--- src/rtl/cct_pkg.sv ---
`default_nettype none

package cct_pkg;

    // Grid and cluster geometry.
    localparam int GRID_DIM     = 4;
    localparam int CLUSTER_DIM  = 3;
    localparam int NUM_CLUSTERS = CLUSTER_DIM * CLUSTER_DIM;

    // Field widths.
    localparam int LINK_W    = 64;
    localparam int BYTE_W    = 8;
    localparam int RATIO_W   = 8;
    localparam int THR_W     = 13;
    localparam int CFG_IDX_W = 3;
    localparam int CFG_DAT_W = 13;

    // Internal arithmetic widths: a 2x2 sum and the hadronic sum reach 1020,
    // a cluster total 2040, the ratio products 260100.
    localparam int ESUM_W  = 10;
    localparam int TOT_W   = 11;
    localparam int PROD_W  = 18;
    localparam int ETOT_W  = 12;
    localparam int JSUM_W  = 13;

    // Configuration register indexes.
    localparam logic [CFG_IDX_W-1:0] REG_EM_RATIO  = 3'd0;
    localparam logic [CFG_IDX_W-1:0] REG_HAD_RATIO = 3'd1;
    localparam logic [CFG_IDX_W-1:0] REG_EM_LOW    = 3'd2;
    localparam logic [CFG_IDX_W-1:0] REG_EM_HIGH   = 3'd3;
    localparam logic [CFG_IDX_W-1:0] REG_HAD_LOW   = 3'd4;
    localparam logic [CFG_IDX_W-1:0] REG_HAD_HIGH  = 3'd5;
    localparam logic [CFG_IDX_W-1:0] REG_JET_ECAL  = 3'd6;
    localparam logic [CFG_IDX_W-1:0] REG_JET_TOTAL = 3'd7;

    // Marker bit that is always set in the EM result byte.
    localparam logic [7:0] EM_MARK = 8'h80;

    // Classification flags of one cluster.
    typedef struct packed {
        logic em_low;
        logic em_high;
        logic had_low;
        logic had_high;
    } cct_flags_t;

    // Energy and ratio cuts shared by all clusters.
    typedef struct packed {
        logic [RATIO_W-1:0] em_ratio;
        logic [RATIO_W-1:0] had_ratio;
        logic [THR_W-1:0]   em_low;
        logic [THR_W-1:0]   em_high;
        logic [THR_W-1:0]   had_low;
        logic [THR_W-1:0]   had_high;
    } cct_cuts_t;

endpackage

`default_nettype wire

--- src/rtl/cct_cluster.sv ---
`default_nettype none

module cct_cluster
    import cct_pkg::*;
(
    input  wire logic              clk,
    input  wire logic [ESUM_W-1:0] esum,
    input  wire logic [ESUM_W-1:0] hsum,
    input  wire cct_cuts_t         cuts,
    output cct_flags_t             flags
);

    logic [PROD_W-1:0] em_prod_reg;
    logic [PROD_W-1:0] had_prod_reg;
    logic [PROD_W-1:0] h128_reg;
    logic [TOT_W-1:0]  tot_reg;

    logic [PROD_W-1:0] em_prod_next;
    logic [PROD_W-1:0] had_prod_next;
    logic [PROD_W-1:0] h128_next;
    logic [TOT_W-1:0]  tot_next;

    // Ratio products and cluster total; registered before the compares.
    always_comb
    begin
        em_prod_next  = PROD_W'(esum) * PROD_W'(cuts.em_ratio);
        had_prod_next = PROD_W'(esum) * PROD_W'(cuts.had_ratio);
        h128_next     = {1'b0, hsum, 7'd0};
        tot_next      = TOT_W'(esum) + TOT_W'(hsum);
    end

    always_ff @(posedge clk)
    begin
        em_prod_reg  <= em_prod_next;
        had_prod_reg <= had_prod_next;
        h128_reg     <= h128_next;
        tot_reg      <= tot_next;
    end

    // Class tests with strict compares; equal products fall in neither class.
    always_comb
    begin
        logic is_em;
        logic is_had;
        is_em          = h128_reg < em_prod_reg;
        is_had         = h128_reg > had_prod_reg;
        flags.em_low   = is_em  && (THR_W'(tot_reg) > cuts.em_low);
        flags.em_high  = is_em  && (THR_W'(tot_reg) > cuts.em_high);
        flags.had_low  = is_had && (THR_W'(tot_reg) > cuts.had_low);
        flags.had_high = is_had && (THR_W'(tot_reg) > cuts.had_high);
    end

endmodule

`default_nettype wire

--- config.mk ---
export PLATFORM = sky130hd
export DESIGN_NAME = cct_cluster
export DESIGN_NICKNAME = d
export VERILOG_FILES = /design/src/rtl/cct_pkg.sv /design/src/rtl/cct_cluster.sv
export SDC_FILE = /design/constraint.sdc
export NUM_CORES = 1
export LEC_CHECK = 0
export BUFFER_PORTS_ARGS = -buffer_cell sky130_fd_sc_hd__buf_2
export CORE_AREA = 2 2 140 142
export CTS_BUF_LIST = sky130_fd_sc_hd__clkbuf_8 sky130_fd_sc_hd__clkbuf_16
export CTS_CLUSTER_SIZE = 20
export DETAILED_ROUTE_END_ITERATION = 8
export DIE_AREA = 0 0 142 144
export HOLD_SLACK_MARGIN = 0.08
export SLEW_MARGIN = 20
export SYNTH_ARGS = -nofsm -noshare
export SYNTH_HDL_FRONTEND = slang
export SYNTH_SLANG_ARGS = --single-unit
--- constraint.sdc ---
create_clock -name clk -period 5.7 [get_ports clk]
set_input_delay 0.57 -clock clk [delete_from_list [all_inputs] [get_ports clk]]
set_output_delay 0.57 -clock clk [all_outputs]
set_load 0.03 [all_outputs]
==> impl_results.html, run 1 <==
<table>
<tr><th>Metric</th><th>Value</th></tr>
<tr><th colspan="2">Critical path</th></tr>
<tr><td>Category of the critical setup timing path</td><td>in -&gt; reg</td></tr>
<tr><td>Endpoint required time on the critical path</td><td>5970 ps</td></tr>
<tr><td>Kind of start point of the critical path</td><td>input port</td></tr>
<tr><td>Data arrival, critical path</td><td>4910 ps</td></tr>
<tr><td>Worst-path fanout max</td><td>17</td></tr>
<tr><td>Critical path endpoint category</td><td>register</td></tr>
<tr><th colspan="2">Routing</th></tr>
<tr><td>Number of detailed-routing iterations run before antenna repair</td><td>5</td></tr>
<tr><td>Violation count after the first detailed-route iteration</td><td>340</td></tr>
<tr><td>Remaining antenna violation count after routing</td><td>0</td></tr>
<tr><td>Total Wirelength</td><td>roughly 19,000 um</td></tr>
<tr><td>Via count</td><td>about 6,500</td></tr>
<tr><td>Via-to-Cell Ratio</td><td>around 5.1</td></tr>
<tr><td>Number of remaining DRC errors</td><td>0</td></tr>
<tr><td>Wire length per cell</td><td>14.87 um</td></tr>
<tr><th colspan="2">Clock network</th></tr>
<tr><td>CTS Buffer Depth</td><td>2</td></tr>
<tr><td>Clock Pin Slew Worst Setup and Hold Paths</td><td>60 ps</td></tr>
<tr><td>Count of clock tree sinks</td><td>57</td></tr>
<tr><td>TritonCTS clock tree</td><td>built</td></tr>
<tr><td>H-tree depth</td><td>3</td></tr>
<tr><td>Number of gates resized after cts</td><td>0</td></tr>
<tr><td>Hold buffer count at cts</td><td>0</td></tr>
<tr><td>Number of setup buffers added after CTS</td><td>0</td></tr>
<tr><td>Root Buffer</td><td>sky130_fd_sc_hd__clkbuf_16</td></tr>
<tr><td>Clock buffer count from CTS</td><td>9</td></tr>
<tr><th colspan="2">Pwr</th></tr>
<tr><td>Switching Fraction</td><td>roughly 43%</td></tr>
<tr><td>Clock power frac</td><td>between 15 and 20%</td></tr>
<tr><td>Power density over cell area</td><td>around 340 mW/mm^2</td></tr>
<tr><td>Internal power of the cells</td><td>roughly 1800 uW</td></tr>
<tr><td>Combinational cell fraction of total power</td><td>between 60% and 70%</td></tr>
<tr><td>Standby leakage power</td><td>just over 0.005 uW</td></tr>
<tr><td>Final Power</td><td>between 3000 and 4000 uW</td></tr>
<tr><td>Part of the total power dissipated in sequential elements</td><td>a little under a fifth</td></tr>
<tr><td>Net switching power</td><td>between 1000 and 1500 uW</td></tr>
<tr><td>Maximum ir drop on the vdd rail</td><td>roughly 0.00018 V</td></tr>
<tr><th colspan="2">Yosys</th></tr>
<tr><td>Number of distinct library cell variants in the gate-level netlist after synthesis</td><td>47</td></tr>
<tr><td>Post-synthesis cell type with the largest combined area</td><td>sky130_fd_sc_hd__fa_1</td></tr>
<tr><td>Mean Syn Cell Area</td><td>8.904 um^2</td></tr>
<tr><td>Flip-flop cell with the highest count after synthesis</td><td>sky130_fd_sc_hd__dfxtp_1</td></tr>
<tr><td>EDFF count, synth</td><td>0</td></tr>
<tr><td>Async set or reset register ratio after synthesis</td><td>0%</td></tr>
<tr><td>Most numerous cell in the Yosys netlist</td><td>sky130_fd_sc_hd__inv_1</td></tr>
<tr><td>Net count of the mapped netlist</td><td>between 1,000 and 1,500</td></tr>
<tr><td>Synth warn</td><td>0</td></tr>
<tr><td>Post-synthesis register bit count</td><td>57</td></tr>
<tr><td>Top cells by area, synth</td><td>sky130_fd_sc_hd__fa_1 23%, sky130_fd_sc_hd__ha_1 22%, sky130_fd_sc_hd__dfxtp_1 14%</td></tr>
<tr><td>Post-synthesis instance total</td><td>937</td></tr>
<tr><td>Proportion of synthesized chip area in sequential cells</td><td>13.68%</td></tr>
<tr><td>Share of the synthesized area in the top cell type</td><td>23.28%</td></tr>
<tr><td>Cell area after technology mapping</td><td>between 0.008 and 0.009 mm^2</td></tr>
<tr><td>Top post-synthesis cells by count</td><td>189 x sky130_fd_sc_hd__inv_1, 150 x sky130_fd_sc_hd__ha_1, 136 x sky130_fd_sc_hd__and2_1, 97 x sky130_fd_sc_hd__fa_1, 57 x sky130_fd_sc_hd__dfxtp_1</td></tr>
<tr><th colspan="2">Run</th></tr>
<tr><td>Count of max-cap constraint violations</td><td>0</td></tr>
<tr><th colspan="2">Layout</th></tr>
<tr><td>Number of diodes</td><td>0</td></tr>
<tr><td>Final net count</td><td>roughly 1,400</td></tr>
<tr><td>Proportion of layout cells with a drive suffix above 1</td><td>10.72%</td></tr>
<tr><td>Growth of design area from synthesis to finish</td><td>12.43%</td></tr>
<tr><th colspan="2">Die</th></tr>
<tr><td>Overall die width</td><td>142 um</td></tr>
<tr><td>Number of primary I/O pins</td><td>between 90 and 100</td></tr>
<tr><td>Core area</td><td>roughly 0.019 mm^2</td></tr>
<tr><td>Area of the die</td><td>roughly 0.020 mm^2</td></tr>
<tr><td>Die H</td><td>about 140 um</td></tr>
<tr><td>Initial standard-cell utilization of the core</td><td>43.73%</td></tr>
<tr><td>Std cell rows</td><td>51</td></tr>
<tr><th colspan="2">STA</th></tr>
<tr><td>Worst Tran Pin Value</td><td>896.0 ps</td></tr>
<tr><td>Unrepaired setup endpoints after global routing</td><td>false</td></tr>
<tr><td>Tcrit/Tclk final</td><td>approximately four fifths</td></tr>
<tr><td>Final-report hold violation count</td><td>0</td></tr>
<tr><td>Number of setup violations in the final report</td><td>0</td></tr>
<tr><td>Final hold slack</td><td>~360 ps</td></tr>
<tr><td>Peak clock frequency supported by timing</td><td>about 0.22 GHz</td></tr>
<tr><td>Worst relative slew slack</td><td>approximately 39%</td></tr>
<tr><td>Number of pins exceeding their max-slew limit in the final report</td><td>0</td></tr>
<tr><td>Setup tns final</td><td>0 ps</td></tr>
<tr><td>Final period demand of the worst path</td><td>about 4600 ps</td></tr>
<tr><th colspan="2">Placement</th></tr>
<tr><td>HPWL reported at the end of detailed placement</td><td>roughly 16,000 um</td></tr>
<tr><td>Number of port buffers</td><td>92</td></tr>
<tr><td>Placer Congestion</td><td>slightly above 0.8</td></tr>
<tr><th colspan="2">Global route</th></tr>
<tr><td>Initial antenna violation count</td><td>1</td></tr>
<tr><td>Largest net degree at the start of global routing</td><td>19</td></tr>
<tr><td>Overall routing resource usage</td><td>between 10% and 20%</td></tr>
<tr><td>Vias in the first global route</td><td>around 6,300</td></tr>
<tr><td>First-pass GRT wire length</td><td>slightly above 30,000 um</td></tr>
<tr><td>Total gr overflow</td><td>0</td></tr>
<tr><th colspan="2">Run status</th></tr>
<tr><td>Run status</td><td>finished clean</td></tr>
<tr><th colspan="2">Worst hold path</th></tr>
<tr><td>Worst min-delay path class</td><td>in -&gt; reg</td></tr>
</table>
[cell families (layout without fill, tap and decap cells)]
logic type               Yosys count  count (layout)  synth area share (%)
buffers and inverters            199             297                 8.953
flip-flops                        57              57                 13.68
XOR/XNOR                          32              32                 3.359
AO/OA/AOI/OAI                    139             139                 10.59
adder cells (fa/ha/maj)          247             247                 45.77
AND/OR/NAND/NOR                  263             263                 17.65
[worst max-delay path, stage by stage]
cell                        delay [ps]
sky130_fd_sc_hd__buf_2             280
sky130_fd_sc_hd__and2_1            210
sky130_fd_sc_hd__fa_1              450
sky130_fd_sc_hd__fa_1              520
sky130_fd_sc_hd__fa_1              550
sky130_fd_sc_hd__inv_1              60
sky130_fd_sc_hd__fa_1              530
sky130_fd_sc_hd__inv_1              40
sky130_fd_sc_hd__ha_1              370
sky130_fd_sc_hd__and3_1            220
sky130_fd_sc_hd__and3_1            200
sky130_fd_sc_hd__a2111oi_2         370
sky130_fd_sc_hd__o211ai_1          160
sky130_fd_sc_hd__a31oi_1           230
sky130_fd_sc_hd__xnor2_1           130
[final cells by class]
class                           instances  area (um^2)
Clock inverter                          4        50.05
Inverter                              189        709.4
Timing Repair Buffer                   92        460.4
Clock buffer                           12        266.5
Tap cell                              238        297.8
Fill cell                            1846         9699
Multi-Input combinational cell        681         6455
Sequential cell                        57         1141
[power by group through the flow]
| stage | logic (uW) | clock network, uW | registers [uW] |
|---|---|---|---|
| 2_1_floorplan | 1550 | 0 | 587 |
| 3_3_place_gp | 1980 | 0 | 613 |
| 3_5_place_dp | 1990 | 0 | 614 |
| 4_1_cts | 2010 | 586 | 606 |
| 5_1_grt | 2290 | 602 | 617 |
| 6_report | 1990 | 574 | 603 |
[stage by stage]
stage          util (%)  setup slack, ps  instances  area [um^2]
6_report          49.16             1066       1273         9380
5_1_grt           49.16            846.8       1273         9380
2_1_floorplan         -             1037        937         8343
3_3_place_gp      47.50            782.5       1257         9064
3_5_place_dp      47.50            726.2       1257         9064
4_1_cts           49.16             1081       1273         9380
[path summary, 6_finish.rpt]
| kind | cells after the start | startpoint | to | slack [ps] |
|---|---|---|---|---|
| worst min-delay path | 1 | hsum[0] | h128_reg[7]$_DFF_P_ | 360 |
| worst max-delay path | 15 | esum[5] | had_prod_reg[16]$_DFF_P_ | 1070 |
[placed cells by master, fill, tap and decap left out, types with 7 or more instances in the layout]
cell type and instances:
sky130_fd_sc_hd__clkbuf_16 9, sky130_fd_sc_hd__inv_1 189, sky130_fd_sc_hd__xor2_1 11, sky130_fd_sc_hd__nand2_1 42, sky130_fd_sc_hd__nand3_1 8, sky130_fd_sc_hd__o21ai_0 28, sky130_fd_sc_hd__buf_2 92, sky130_fd_sc_hd__nor3_1 7
sky130_fd_sc_hd__and2_1 136, sky130_fd_sc_hd__nor2b_1 13, sky130_fd_sc_hd__a21oi_1 44, sky130_fd_sc_hd__fa_1 97, sky130_fd_sc_hd__a21o_1 18, sky130_fd_sc_hd__nor2_1 27, sky130_fd_sc_hd__xnor2_1 21, sky130_fd_sc_hd__dfxtp_1 57
sky130_fd_sc_hd__and3_1 8, sky130_fd_sc_hd__a211oi_1 10, sky130_fd_sc_hd__ha_1 150
[metal layers]
layer | GRT usage (%) | up-vias | share of wire, %
met5 | 0 | - | 0
met4 | 5.842 | 0 | 1.6
met3 | 1.656 | 17 | 4.7
met2 | 33.16 | 170 | 48
met1 | 26.19 | 3058 | 46
li1 | - | 3218 | -
(Power assumes the default switching activity.)
==> run 2: changes to the inputs <==
==> constraint.sdc (replaced) <==
create_clock -name clk -period 4.35 [get_ports clk]
set_input_delay 0.435 -clock clk [delete_from_list [all_inputs] [get_ports clk]]
set_output_delay 0.435 -clock clk [all_outputs]
set_load 0.03 [all_outputs]
==> impl_results.html, run 2 (synthesis gave the netlist of run 1 again) <==
<table>
<tr><th>Metric</th><th>Value</th></tr>
<tr><th colspan="2">STA</th></tr>
<tr><td>Tcrit/Tclk final</td><td>95.66%</td></tr>
<tr><td>Number of pins exceeding their max-slew limit in the final report</td><td>0 (unchanged)</td></tr>
<tr><td>Peak clock frequency supported by timing</td><td>roughly 0.24 GHz</td></tr>
<tr><td>Worst Tran Pin Value</td><td>823.0 ps (was 896.0 ps)</td></tr>
<tr><td>Unrepaired setup endpoints after global routing</td><td>false (unchanged)</td></tr>
<tr><td>Final period demand of the worst path</td><td>4161 ps</td></tr>
<tr><td>Final-report hold violation count</td><td>0 (unchanged)</td></tr>
<tr><td>Setup tns final</td><td>0 ps (unchanged)</td></tr>
<tr><td>Number of setup violations in the final report</td><td>0 (unchanged)</td></tr>
<tr><td>Worst relative slew slack</td><td>44.42% (was 39.49%)</td></tr>
<tr><th colspan="2">Clock network</th></tr>
<tr><td>Number of setup buffers added after CTS</td><td>0 (unchanged)</td></tr>
<tr><td>Root Buffer</td><td>sky130_fd_sc_hd__clkbuf_16 (unchanged)</td></tr>
<tr><td>H-tree depth</td><td>3 (unchanged)</td></tr>
<tr><td>Hold buffer count at cts</td><td>0 (unchanged)</td></tr>
<tr><td>TritonCTS clock tree</td><td>built (unchanged)</td></tr>
<tr><td>Clock buffer count from CTS</td><td>9 (unchanged)</td></tr>
<tr><td>Count of clock tree sinks</td><td>57 (unchanged)</td></tr>
<tr><td>Clock Pin Slew Worst Setup and Hold Paths</td><td>50 ps (was 60 ps)</td></tr>
<tr><td>CTS Buffer Depth</td><td>2 (unchanged)</td></tr>
<tr><th colspan="2">Placement</th></tr>
<tr><td>Number of port buffers</td><td>92 (unchanged)</td></tr>
<tr><td>Placer Congestion</td><td>0.8435 (was 0.8161)</td></tr>
<tr><td>HPWL reported at the end of detailed placement</td><td>16,920 um (was 15,790 um)</td></tr>
<tr><th colspan="2">Pwr</th></tr>
<tr><td>Standby leakage power</td><td>0.005423 uW (was 0.005031 uW)</td></tr>
<tr><td>Maximum ir drop on the vdd rail</td><td>0.0002399 V (was 0.0001816 V)</td></tr>
<tr><td>Power density over cell area</td><td>449.0 mW/mm^2 (was 337.1 mW/mm^2)</td></tr>
<tr><th colspan="2">Routing</th></tr>
<tr><td>Number of remaining DRC errors</td><td>0 (unchanged)</td></tr>
<tr><td>Via count</td><td>6,619 (was 6,463)</td></tr>
<tr><td>Wire length per cell</td><td>14.18 um (was 14.87 um)</td></tr>
<tr><td>Remaining antenna violation count after routing</td><td>0 (unchanged)</td></tr>
<tr><td>Number of detailed-routing iterations run before antenna repair</td><td>4 (was 5)</td></tr>
<tr><td>Total Wirelength</td><td>19,220 um (was 18,930 um)</td></tr>
<tr><td>Via-to-Cell Ratio</td><td>4.885 (was 5.077)</td></tr>
<tr><td>Violation count after the first detailed-route iteration</td><td>238 (was 340)</td></tr>
<tr><th colspan="2">Critical path</th></tr>
<tr><td>Category of the critical setup timing path</td><td>in -&gt; reg (unchanged)</td></tr>
<tr><td>Highest cell delay on the worst timing path</td><td>540 ps (was 550 ps)</td></tr>
<tr><td>Endpoint required time on the critical path</td><td>4560 ps (was 5970 ps)</td></tr>
<tr><td>Critical path endpoint category</td><td>register (unchanged)</td></tr>
<tr><td>CP dominant cell by count</td><td>sky130_fd_sc_hd__fa_1 (unchanged)</td></tr>
<tr><td>Crit-path cells</td><td>buf_2, and2_1, fa_1, fa_1, fa_1, inv_1, fa_1, inv_1, ha_1, a211o_1, or3_1, a31oi_4, o21ai_0, xor2_1 (was buf_2, and2_1, fa_1, fa_1, fa_1, inv_1, fa_1, inv_1, ha_1, and3_1, and3_1, a2111oi_2, o211ai_1, a31oi_1, xnor2_1)</td></tr>
<tr><td>Kind of start point of the critical path</td><td>input port (unchanged)</td></tr>
<tr><td>Worst-path fanout max</td><td>10 (was 17)</td></tr>
<tr><td>Data arrival, critical path</td><td>4370 ps (was 4910 ps)</td></tr>
<tr><td>Delay-heaviest family, CP</td><td>adder cells (unchanged)</td></tr>
<tr><td>Slowest cell on the critical path</td><td>sky130_fd_sc_hd__fa_1 (unchanged)</td></tr>
<tr><td>CP bufs+invs</td><td>3 (unchanged)</td></tr>
<tr><th colspan="2">Global route</th></tr>
<tr><td>Initial antenna violation count</td><td>0 (was 1)</td></tr>
<tr><td>Largest net degree at the start of global routing</td><td>19 (unchanged)</td></tr>
<tr><td>Vias in the first global route</td><td>6,417 (was 6,313)</td></tr>
<tr><td>Overall routing resource usage</td><td>19.24% (was 19.37%)</td></tr>
<tr><td>Total gr overflow</td><td>0 (unchanged)</td></tr>
<tr><td>First-pass GRT wire length</td><td>31,150 um (was 30,990 um)</td></tr>
<tr><th colspan="2">Die</th></tr>
<tr><td>Overall die width</td><td>142 um (unchanged)</td></tr>
<tr><td>Std cell rows</td><td>51 (unchanged)</td></tr>
<tr><td>Core area</td><td>0.01908 mm^2 (unchanged)</td></tr>
<tr><td>Die H</td><td>144 um (unchanged)</td></tr>
<tr><td>Area of the die</td><td>0.02045 mm^2 (unchanged)</td></tr>
<tr><td>Number of primary I/O pins</td><td>93 (unchanged)</td></tr>
<tr><td>Initial standard-cell utilization of the core</td><td>43.73% (unchanged)</td></tr>
<tr><th colspan="2">Worst hold path</th></tr>
<tr><td>Endpoint of the worst hold-timing path</td><td>h128_reg[9]$_DFF_P_ (was h128_reg[7]$_DFF_P_)</td></tr>
<tr><td>Hold_sp</td><td>hsum[2] (was hsum[0])</td></tr>
<tr><td>Cells on Worst Hold Path</td><td>1 (unchanged)</td></tr>
<tr><td>Worst min-delay path class</td><td>in -&gt; reg (unchanged)</td></tr>
<tr><th colspan="2">Layout</th></tr>
<tr><td>Final net count</td><td>1,448 (was 1,366)</td></tr>
<tr><td>Most used cells in the layout excluding fill and tap cells</td><td>190 x sky130_fd_sc_hd__inv_1, 147 x sky130_fd_sc_hd__ha_1, 136 x sky130_fd_sc_hd__and2_1 (was 189 x sky130_fd_sc_hd__inv_1, 150 x sky130_fd_sc_hd__ha_1, 136 x sky130_fd_sc_hd__and2_1)</td></tr>
<tr><td>Proportion of layout cells with a drive suffix above 1</td><td>17.55% (was 10.72%)</td></tr>
<tr><td>FILL cells</td><td>1,777 (was 1,846)</td></tr>
<tr><td>Growth of design area from synthesis to finish</td><td>20.25% (was 12.43%)</td></tr>
<tr><td>Core Util, Final</td><td>52.58% (was 49.16%)</td></tr>
<tr><td>Number of diodes</td><td>0 (unchanged)</td></tr>
<tr><td>Most frequent standard cell in the layout excluding fill and tap cells</td><td>sky130_fd_sc_hd__inv_1 (unchanged)</td></tr>
<tr><th colspan="2">Run</th></tr>
<tr><td>Count of max-cap constraint violations</td><td>0 (unchanged)</td></tr>
<tr><th colspan="2">Run status</th></tr>
<tr><td>Run status</td><td>finished clean (unchanged)</td></tr>
</table>
-- run 2: layout make-up --
type | instances | area, um^2 | share of cell area, %
Clock buffer | 9 | 225.2 | 2.245
Clock inverter | 7 | 47.55 | 0.4739
Inverter | 189 | 709.4 | 7.072
Multi-Input combinational cell | 681 | 6520 | 64.99
Sequential cell | 57 | 1141 | 11.37
Tap cell | 238 | 297.8 | 2.968
Timing Repair Buffer | 174 | 1091 | 10.88
-- run 2: how the worst max path moves through the flow --
stage               depth (start not counted)  slack (ps)    start                  endpoint
floorplan                                  14           5  esum[6]   em_prod_reg[15]$_DFF_P_
global placement                           16        -140  esum[1]  had_prod_reg[11]$_DFF_P_
detailed placement                         16        -200  esum[1]  had_prod_reg[15]$_DFF_P_
CTS                                        16         120  esum[1]  had_prod_reg[17]$_DFF_P_
global route                               14           7  esum[5]   em_prod_reg[15]$_DFF_P_
finish                                     14         190  esum[5]   em_prod_reg[15]$_DFF_P_
-- run 2: per-layer routing --
layer  up-vias  track usage [%]  share of wire [%]
met5         -                0                  0
met3        14            2.219                3.8
met4         0            4.211                1.3
li1       3380                -                  -
met1      3092            27.11                 49
met2       133            31.96                 45
-- run 2: repair_timing --
item,CTS,global route
gates resized for setup,0,5
endpoints found under the setup margin,0,8
hold endpoints to repair,0,0
-- run 2: metrics by stage --
step	instances	hold WS [ps]	cell area, um^2	total power, uW	worst slack [ps]
2_1_floorplan	937	462.7	8392	2883	5.445
3_3_place_gp	1339	558.6	9736	3814	-141.2
3_5_place_dp	1339	564.6	9736	3864	-199.8
4_1_cts	1355	224.5	10010	4521	123.7
5_1_grt	1355	229.3	10030	5009	7.279
6_report	1355	236.3	10030	4504	188.8
-- run 2: where the power goes --
part | leakage, uW | switching [uW] | internal, uW | total, uW
Clock | 0.000137 | 241 | 383 | 624
Sequential | 0.000480 | 71.5 | 716 | 788
Combinational | 0.00481 | 1570 | 1520 | 3090
